File: config.mk
export PLATFORM = sky130hd
export DESIGN_NAME = clc_div
export DESIGN_NICKNAME = d
export VERILOG_FILES = /design/src/rtl/core/clc_pkg.sv /design/src/rtl/core/clc_div.sv
export SDC_FILE = /design/constraint.sdc
export NUM_CORES = 2
export LEC_CHECK = 0
export ABC_AREA = 1
export BUFFER_PORTS_ARGS = -buffer_cell sky130_fd_sc_hd__clkbuf_2
export CAP_MARGIN = 20
export CORE_UTILIZATION = 62
export DETAILED_ROUTE_END_ITERATION = 16
export HOLD_SLACK_MARGIN = 0.03
export PLACE_DENSITY_LB_ADDON = 0.05
export SETUP_SLACK_MARGIN = 0.3
export SLEW_MARGIN = 30
export SYNTH_ARGS = -nofsm -noshare
export SYNTH_HDL_FRONTEND = slang
export SYNTH_SLANG_ARGS = --single-unit
File: constraint.sdc
create_clock -name clk -period 2.4 [get_ports clk]
set_input_delay 0.36 -clock clk [delete_from_list [all_inputs] [get_ports clk]]
set_output_delay 0.36 -clock clk [all_outputs]
set_load 0.005 [all_outputs]
File: src/rtl/core/clc_pkg.sv
package clc_pkg;

  // fixed-point formats
  localparam int F      = 4;    // coordinate fraction bits
  localparam int C      = 8;    // coverage fraction bits
  localparam int S      = F + 8;  // distance fraction bits
  localparam int IN_W   = 12;
  localparam int CRD_W  = 16;
  localparam int HW_W   = 12;
  localparam int COV_W  = 9;

  // configuration port
  localparam int CFG_IDX_W  = 3;
  localparam int CFG_DATA_W = 16;

  typedef enum logic [CFG_IDX_W-1:0] {
    REG_START_X    = 3'd0,
    REG_START_Y    = 3'd1,
    REG_END_X      = 3'd2,
    REG_END_Y      = 3'd3,
    REG_HALF_WIDTH = 3'd4
  } cfg_reg_t;

  localparam logic [HW_W-1:0] HALF_WIDTH_RST = HW_W'(16);

  // datapath widths
  localparam int PX_W    = IN_W + F;
  localparam int DW      = ((PX_W > CRD_W) ? PX_W : CRD_W) + 1;
  localparam int NUM_W   = 2 * DW;
  localparam int SUM_W   = 2 * DW + 1;
  localparam int H_FRAC  = 16;
  localparam int H_W     = H_FRAC + 2;          // signed, holds 1.0
  localparam int DLW     = DW + H_FRAC + 2;
  localparam int RND_SH  = 8;
  localparam int EW      = DLW - RND_SH;
  localparam int QW      = 2 * EW + 1;
  localparam int SQ_STG  = (QW + 1) / 2;
  localparam int CW0     = (SQ_STG > HW_W + RND_SH) ? SQ_STG : HW_W + RND_SH;
  localparam int CW      = ((CW0 > S) ? CW0 : S) + 2;

  // coverage rescale
  localparam int SH_R    = (S > C) ? S - C : 0;
  localparam int SH_L    = (S > C) ? 0 : C - S;
  localparam int RS_W    = S + 2 + SH_L;

  typedef enum logic [1:0] {
    HM_ZERO = 2'd0,
    HM_DIV  = 2'd1,
    HM_FULL = 2'd2
  } h_mode_t;

  // side data carried along the divider
  typedef struct packed {
    logic                 zero;
    h_mode_t              mode;
    logic signed [DW-1:0] dx;
    logic signed [DW-1:0] dy;
    logic signed [DW-1:0] lx;
    logic signed [DW-1:0] ly;
  } div_tag_t;

endpackage

File: src/rtl/core/clc_div.sv
module clc_div
  import clc_pkg::*;
(
  input  logic             clk,
  input  logic             rst_n,
  input  logic             in_valid,
  input  logic [NUM_W-1:0] in_num,
  input  logic [NUM_W-1:0] in_den,
  input  div_tag_t         in_tag,
  output logic             out_valid,
  output logic [H_FRAC-1:0] out_quo,
  output div_tag_t         out_tag
);

  logic              v_r   [H_FRAC];
  logic [NUM_W-1:0]  rem_r [H_FRAC];
  logic [NUM_W-1:0]  den_r [H_FRAC];
  logic [H_FRAC-1:0] quo_r [H_FRAC];
  div_tag_t          tag_r [H_FRAC];

  // one quotient bit per stage, restoring
  for (genvar i = 0; i < H_FRAC; i++) begin : g_stg
    logic              vi;
    logic [NUM_W-1:0]  ri;
    logic [NUM_W-1:0]  di;
    logic [H_FRAC-1:0] qi;
    div_tag_t          ti;
    logic [NUM_W:0]    r2;
    logic              ge;
    logic [NUM_W:0]    diff;

    if (i == 0) begin : g_first
      assign vi = in_valid;
      assign ri = in_num;
      assign di = in_den;
      assign qi = '0;
      assign ti = in_tag;
    end else begin : g_next
      assign vi = v_r[i-1];
      assign ri = rem_r[i-1];
      assign di = den_r[i-1];
      assign qi = quo_r[i-1];
      assign ti = tag_r[i-1];
    end

    assign r2   = {ri, 1'b0};
    assign ge   = r2 >= {1'b0, di};
    assign diff = r2 - {1'b0, di};

    always_ff @(posedge clk) begin
      if (!rst_n) begin
        v_r[i] <= 1'b0;
      end else begin
        v_r[i] <= vi;
      end
      rem_r[i] <= ge ? diff[NUM_W-1:0] : r2[NUM_W-1:0];
      den_r[i] <= di;
      quo_r[i] <= {qi[H_FRAC-2:0], ge};
      tag_r[i] <= ti;
    end
  end

  assign out_valid = v_r[H_FRAC-1];
  assign out_quo   = quo_r[H_FRAC-1];
  assign out_tag   = tag_r[H_FRAC-1];

endmodule

==> flow_summary.toml, run 1 <==
[place]
port_buffers = 229
gp_congestion = 1.019
hpwlAfterDp_mm = 243.7

[synthesis]
yosysUniqueCellTypes = 37
synthArstFlopShare_pct = 0
syn_area_per_cell_um2 = 7.686
ys_seq_area_share_pct = 49.88
synth_top_area_share_pct = 49.88
ys_warn_count = 0
synth-main-ff-cell = "dfxtp_1"
synthCells = 12050
synthesis.nets = 12750
synth.largest_area_cell = "dfxtp_1"
synth-edff-count = 0
synth_area_leaders = "dfxtp_1 50%, nand2_1 18%, inv_1 8.1%"
synth_seq_cells = 2308
syn-cell-area_mm2 = 0.09264

[die]
die_x_um = 388.5
io_pins = 230
start_util_pct = 62.59
num_rows = 141
die_h_um = 388.5

[clock_network]
cts_sinks = 2308
cts-root-buf = "clkbuf_16"
clock_path_buffers = 3
numCtsBuffers = 214
htree_levels = 4

[grt]
grt_pass1_vias = 95510
grt_overflow = 86
grt_util_all_layers_pct = 58.46
grt_pass1_wl_mm = 637.6
grt_max_degree = 35

[run_status]
status = "aborted with a tool error"
haltStage = "5_1_grt"
error_line = "[ERROR GRT-0116] Global routing finished with congestion. Check the congestion regions in the DRC Viewer."
==> synthesized netlist by cell type (all sizes together), types with 74 or more instances <==
master and number:
buf 93, nand2 4452, dfxtp 2308, nand3b 102
nor2 895, o21ai 180, nand3 516, xor2 230
a21oi 435, nor3 74, ha 543, inv 2045
==> stage by stage <==
stage | instance area (µm²) | util, % | instances | setup slack [ns] | hold WS (ns)
after floorplan | 92640 | - | 12050 | 0.5364 | 0.3096
after global placement | 100700 | 68.04 | 14800 | -0.3200 | 0.3095
after detailed placement | 100700 | 68.04 | 14800 | -0.2834 | 0.3121
after CTS | 115400 | 77.94 | 15450 | 0.1887 | -0.3185
==> logic make-up after synthesis <==
kind of cell,share of synthesized area (%)
adder cells (fa/ha/maj),7.658
buffers and inverters,9.357
AO/OA/AOI/OAI,3.606
XOR/XNOR,2.553
AND/OR/NAND/NOR,26.95
flip-flops,49.88
==> routing by layer <==
layer  overflow  global-route usage [%]
met5          0                   17.74
met4         41                   47.58
met2         35                   78.73
met3          4                   36.62
met1          6                   63.05
==> what timing repair did <==
action / CTS
buffers inserted: 95
cloned: 23
pin swaps: 106
hold buffers: 141
endpoints found under the setup margin: 489
resized for setup: 943
hold endpoints to repair: 155
==> run 2, diff against run 1 <==
CORE_UTILIZATION = 40   (was 62)
HOLD_SLACK_MARGIN = default   (was 0.03)
PLACE_DENSITY_LB_ADDON = 0.15   (was 0.05)
SETUP_SLACK_MARGIN = default   (was 0.3)
==> flow_summary.toml, run 2 <==
[worst_hold_path]
min_from = "in_tag[37]"
hold_path.class = "in2reg"
hold_depth = 2
whs_endpoint = "tag_r[0][37]"

[synthesis]
synth_top_area_share_pct = 49.88
synth_fa_ha_area_share_pct = 7.658
yosys.area_share.simple_pct = 26.95
synthesis.nets = 12750
ys_warn_count = 0
syn_area_per_cell_um2 = 7.686
synth_commonest_cells = "4,319 x nand2_1, 2,308 x dfxtp_1, 2,005 x inv_1, 863 x nor2_1, 543 x ha_1"
synth_seq_cells = 2308
synth-edff-count = 0
muxShareOfSynthArea_pct = 0
synth_compound_area_share_pct = 3.606
yosysUniqueCellTypes = 37
syn-cell-area_mm2 = 0.09264
synth.largest_area_cell = "dfxtp_1"
ys_seq_area_share_pct = 49.88
synthCells = 12050
synthArstFlopShare_pct = 0
synth_top_family_by_area = "simple AND/OR/NAND/NOR gates"
synthXorXnorAreaFrac_pct = 2.553
synth_area_leaders = "dfxtp_1 50%, nand2_1 18%, inv_1 8.1%"
synth-main-ff-cell = "dfxtp_1"
synthMostInstantiatedCell = "nand2_1"

[layout]
layout.cells.non_filler = 16980
n_fill_cell = 22420
area_delta_synth_final_pct = 27.97
final_common_cell = "nand2_1"
drive_above_1_share_pct = 18.14
top_regs = "tag_r: 1136 flops, den_r: 510 flops, rem_r: 510 flops"
regMostFlops = "tag_r"
layout_common_cells = "4,226 x nand2_1, 2,214 x dfxtp_1, 1,997 x inv_1"
largest_reg_flops = 1136
final_nets = 14450

[clock_network]
path_clk_slew_ns = 0.06
clk_latency_ns = 0.91
htree_levels = 4
cts-root-buf = "clkbuf_16"
numCtsBuffers = 230
cts_tree = "done"
clock_path_buffers = 3
cts_sinks = 2308

[drt]
final_antenna_net_count = 0
drt_pass1_iterations = 7
route.met3.wl_mm = 12.01
viasPerCell = 4.577
drt_wl_total_mm = 306.7
drc = 0
wl_per_cell_um = 18.06
via_count = 77740
wl_met2_mm = 144.2
top_layer = "met5"
wl_met1_mm = 136.2
drtIter0Drc = 4537

[run_status]
status = "complete, no violations"

[pwr]
swShare_pct = 40.80
p_switching_mw = 68.62
power-per-cell-area_mw_per_mm2 = 1419
power_mw = 168.2
p_leak_nw = 62.61
ir_drop_mv = 0.8624
clkPwrFrac_pct = 22.9
p_seq_share_pct = 30.3
intPower_mw = 99.59
comb_power_share_pct = 46.8

[worst_setup_path]
criticalPathCategory = "in2reg"
crit_chain = "dlygate4sd3_1 -> clkbuf_2 -> inv_1 -> ha_1 -> nand2_1 -> nand2_1 -> nand2_1 -> nand2_1 -> a21oi_1 -> nand3_1 -> buf_12 -> nand2_1 -> nand3_1 -> nand3_1 -> nand2_1"
worst_path_most_repeated_cell = "nand2_1"
regToRegStartpoint = "den_r[1][20]"
slowest_stage = "dlygate4sd3_1"
r2r-end = "rem_r[0][98]"
crit_fanout = 4
rrSetupSlack_ns = 0.04
end_kind = "flip-flop"
cp.required_ns = 3.20
worst_r2r_path_depth = 15
max_stage_delay_ns = 0.52
arrival_ns = 3.19
cp-start-kind = "input pin"
startpoint = "in_den[10]"

[die]
die_h_um = 483.2
design.die.area_mm2 = 0.2335
core_region_area_mm2 = 0.2301
die_x_um = 483.2
num_rows = 176
start_util_pct = 40.26
io_pins = 230

[place]
hpwlAfterDp_mm = 250.6
dp_slack_ns = -0.3164
post-place-cells = 16350
gp_congestion = 0.9195
port_buffers = 229

[sta]
period_needed_ns = 2.391
grt_setup_unrepaired = "yes"
period_share_pct = 99.62
fin_ws_ns = 0.009089
finalHoldViolCount = 0
whs_ns = 0.08258
skew_ns = 0.09451
fmax_ghz = 0.4183
setup_viol = 0
drv_slew = 0
fin_tns_setup_ns = 0
worst_pin_slew_ns = 0.7129
max_slew_margin_pct = 51.97

[grt]
grt_pass1_wl_mm = 455.8
grt_pass1_vias = 77540
grt_max_degree = 35
grt_util_all_layers_pct = 25.59
antenna_found_initial = 6
grt_overflow = 0

[job]
cap_violations = 0
run 2: cell counts after synthesis:
No cell type changed its count.
run 2: logic make-up after synthesis:
kind of cell    Yosys count
simple gates           6127
flops                  2308
buf+inv                2140
compound gates          650
fa+ha+maj               558
xor+xnor                270
run 2: critical path: cells and delay by family:
kind / cells / cell delay, ns
AO/OA/AOI/OAI: 1 / 0.44
buffers and inverters: 4 / 0.94
AND/OR/NAND/NOR: 9 / 1.10
adder cells (fa/ha/maj): 1 / 0.34
run 2: per-stage QoR:
step,area (µm²),utilization (%)
floorplan,92640,-
global route,118500,51.51
detailed placement,105600,45.90
CTS,115900,50.35
finish,118500,51.52
global placement,105600,45.90
run 2: what timing repair did:
| item | 4_1_cts | 5_1_grt |
|---|---|---|
| endpoints found under the setup margin | 329 | 459 |
| hold endpoints to repair | 155 | 0 |
| hold buffers | 141 | 0 |
| pin swaps | 1 | 39 |
| setup buffers | 4 | 27 |
| gates resized for setup | 102 | 510 |
| cloned | 3 | 19 |
run 2: how the worst max path moves through the flow:
stage / slack, ns / end
floorplan: 0.54 / rem_r[0][25]
global placement: -0.37 / rem_r[0][25]
detailed placement: -0.32 / rem_r[0][25]
CTS: -0.005 / rem_r[1][190]
global route: -0.06 / rem_r[1][219]
finish: 0.009 / rem_r[0][33]
run 2: layout make-up:
cell class / instances / area [µm²] / area share (%)
Inverter: 2045 / 7840 / 6.613
Timing Repair Buffer: 1555 / 12230 / 10.32
Timing Repair inverter: 5 / 48.80 / 0.04116
Sequential cell: 2308 / 46350 / 39.10
Clock inverter: 136 / 2039 / 1.720
Antenna cell: 3 / 7.507 / 0.006333
Tap cell: 3026 / 3786 / 3.194
Multi-Input combinational cell: 7607 / 39850 / 33.61
Clock buffer: 299 / 6395 / 5.394
run 2: layer usage:
layer  GRT usage (%)  up-vias
met3           3.205      541
met4           11.39        2
met2           43.97     1562
met5               0        -
met1           31.94    35610
li1                -    40020
run 2: power by group through the flow:
stage	combinational, mW	clock (mW)	sequential, mW
after CTS	74.6	39.6	50.7
final	78.7	38.5	51.0
after global placement	72.9	0	51.6
after detailed placement	73.2	0	51.5
after floorplan	45.4	0	48.8
after global routing	87.4	41.2	51.6
Power figures use the tool's default switching activity.
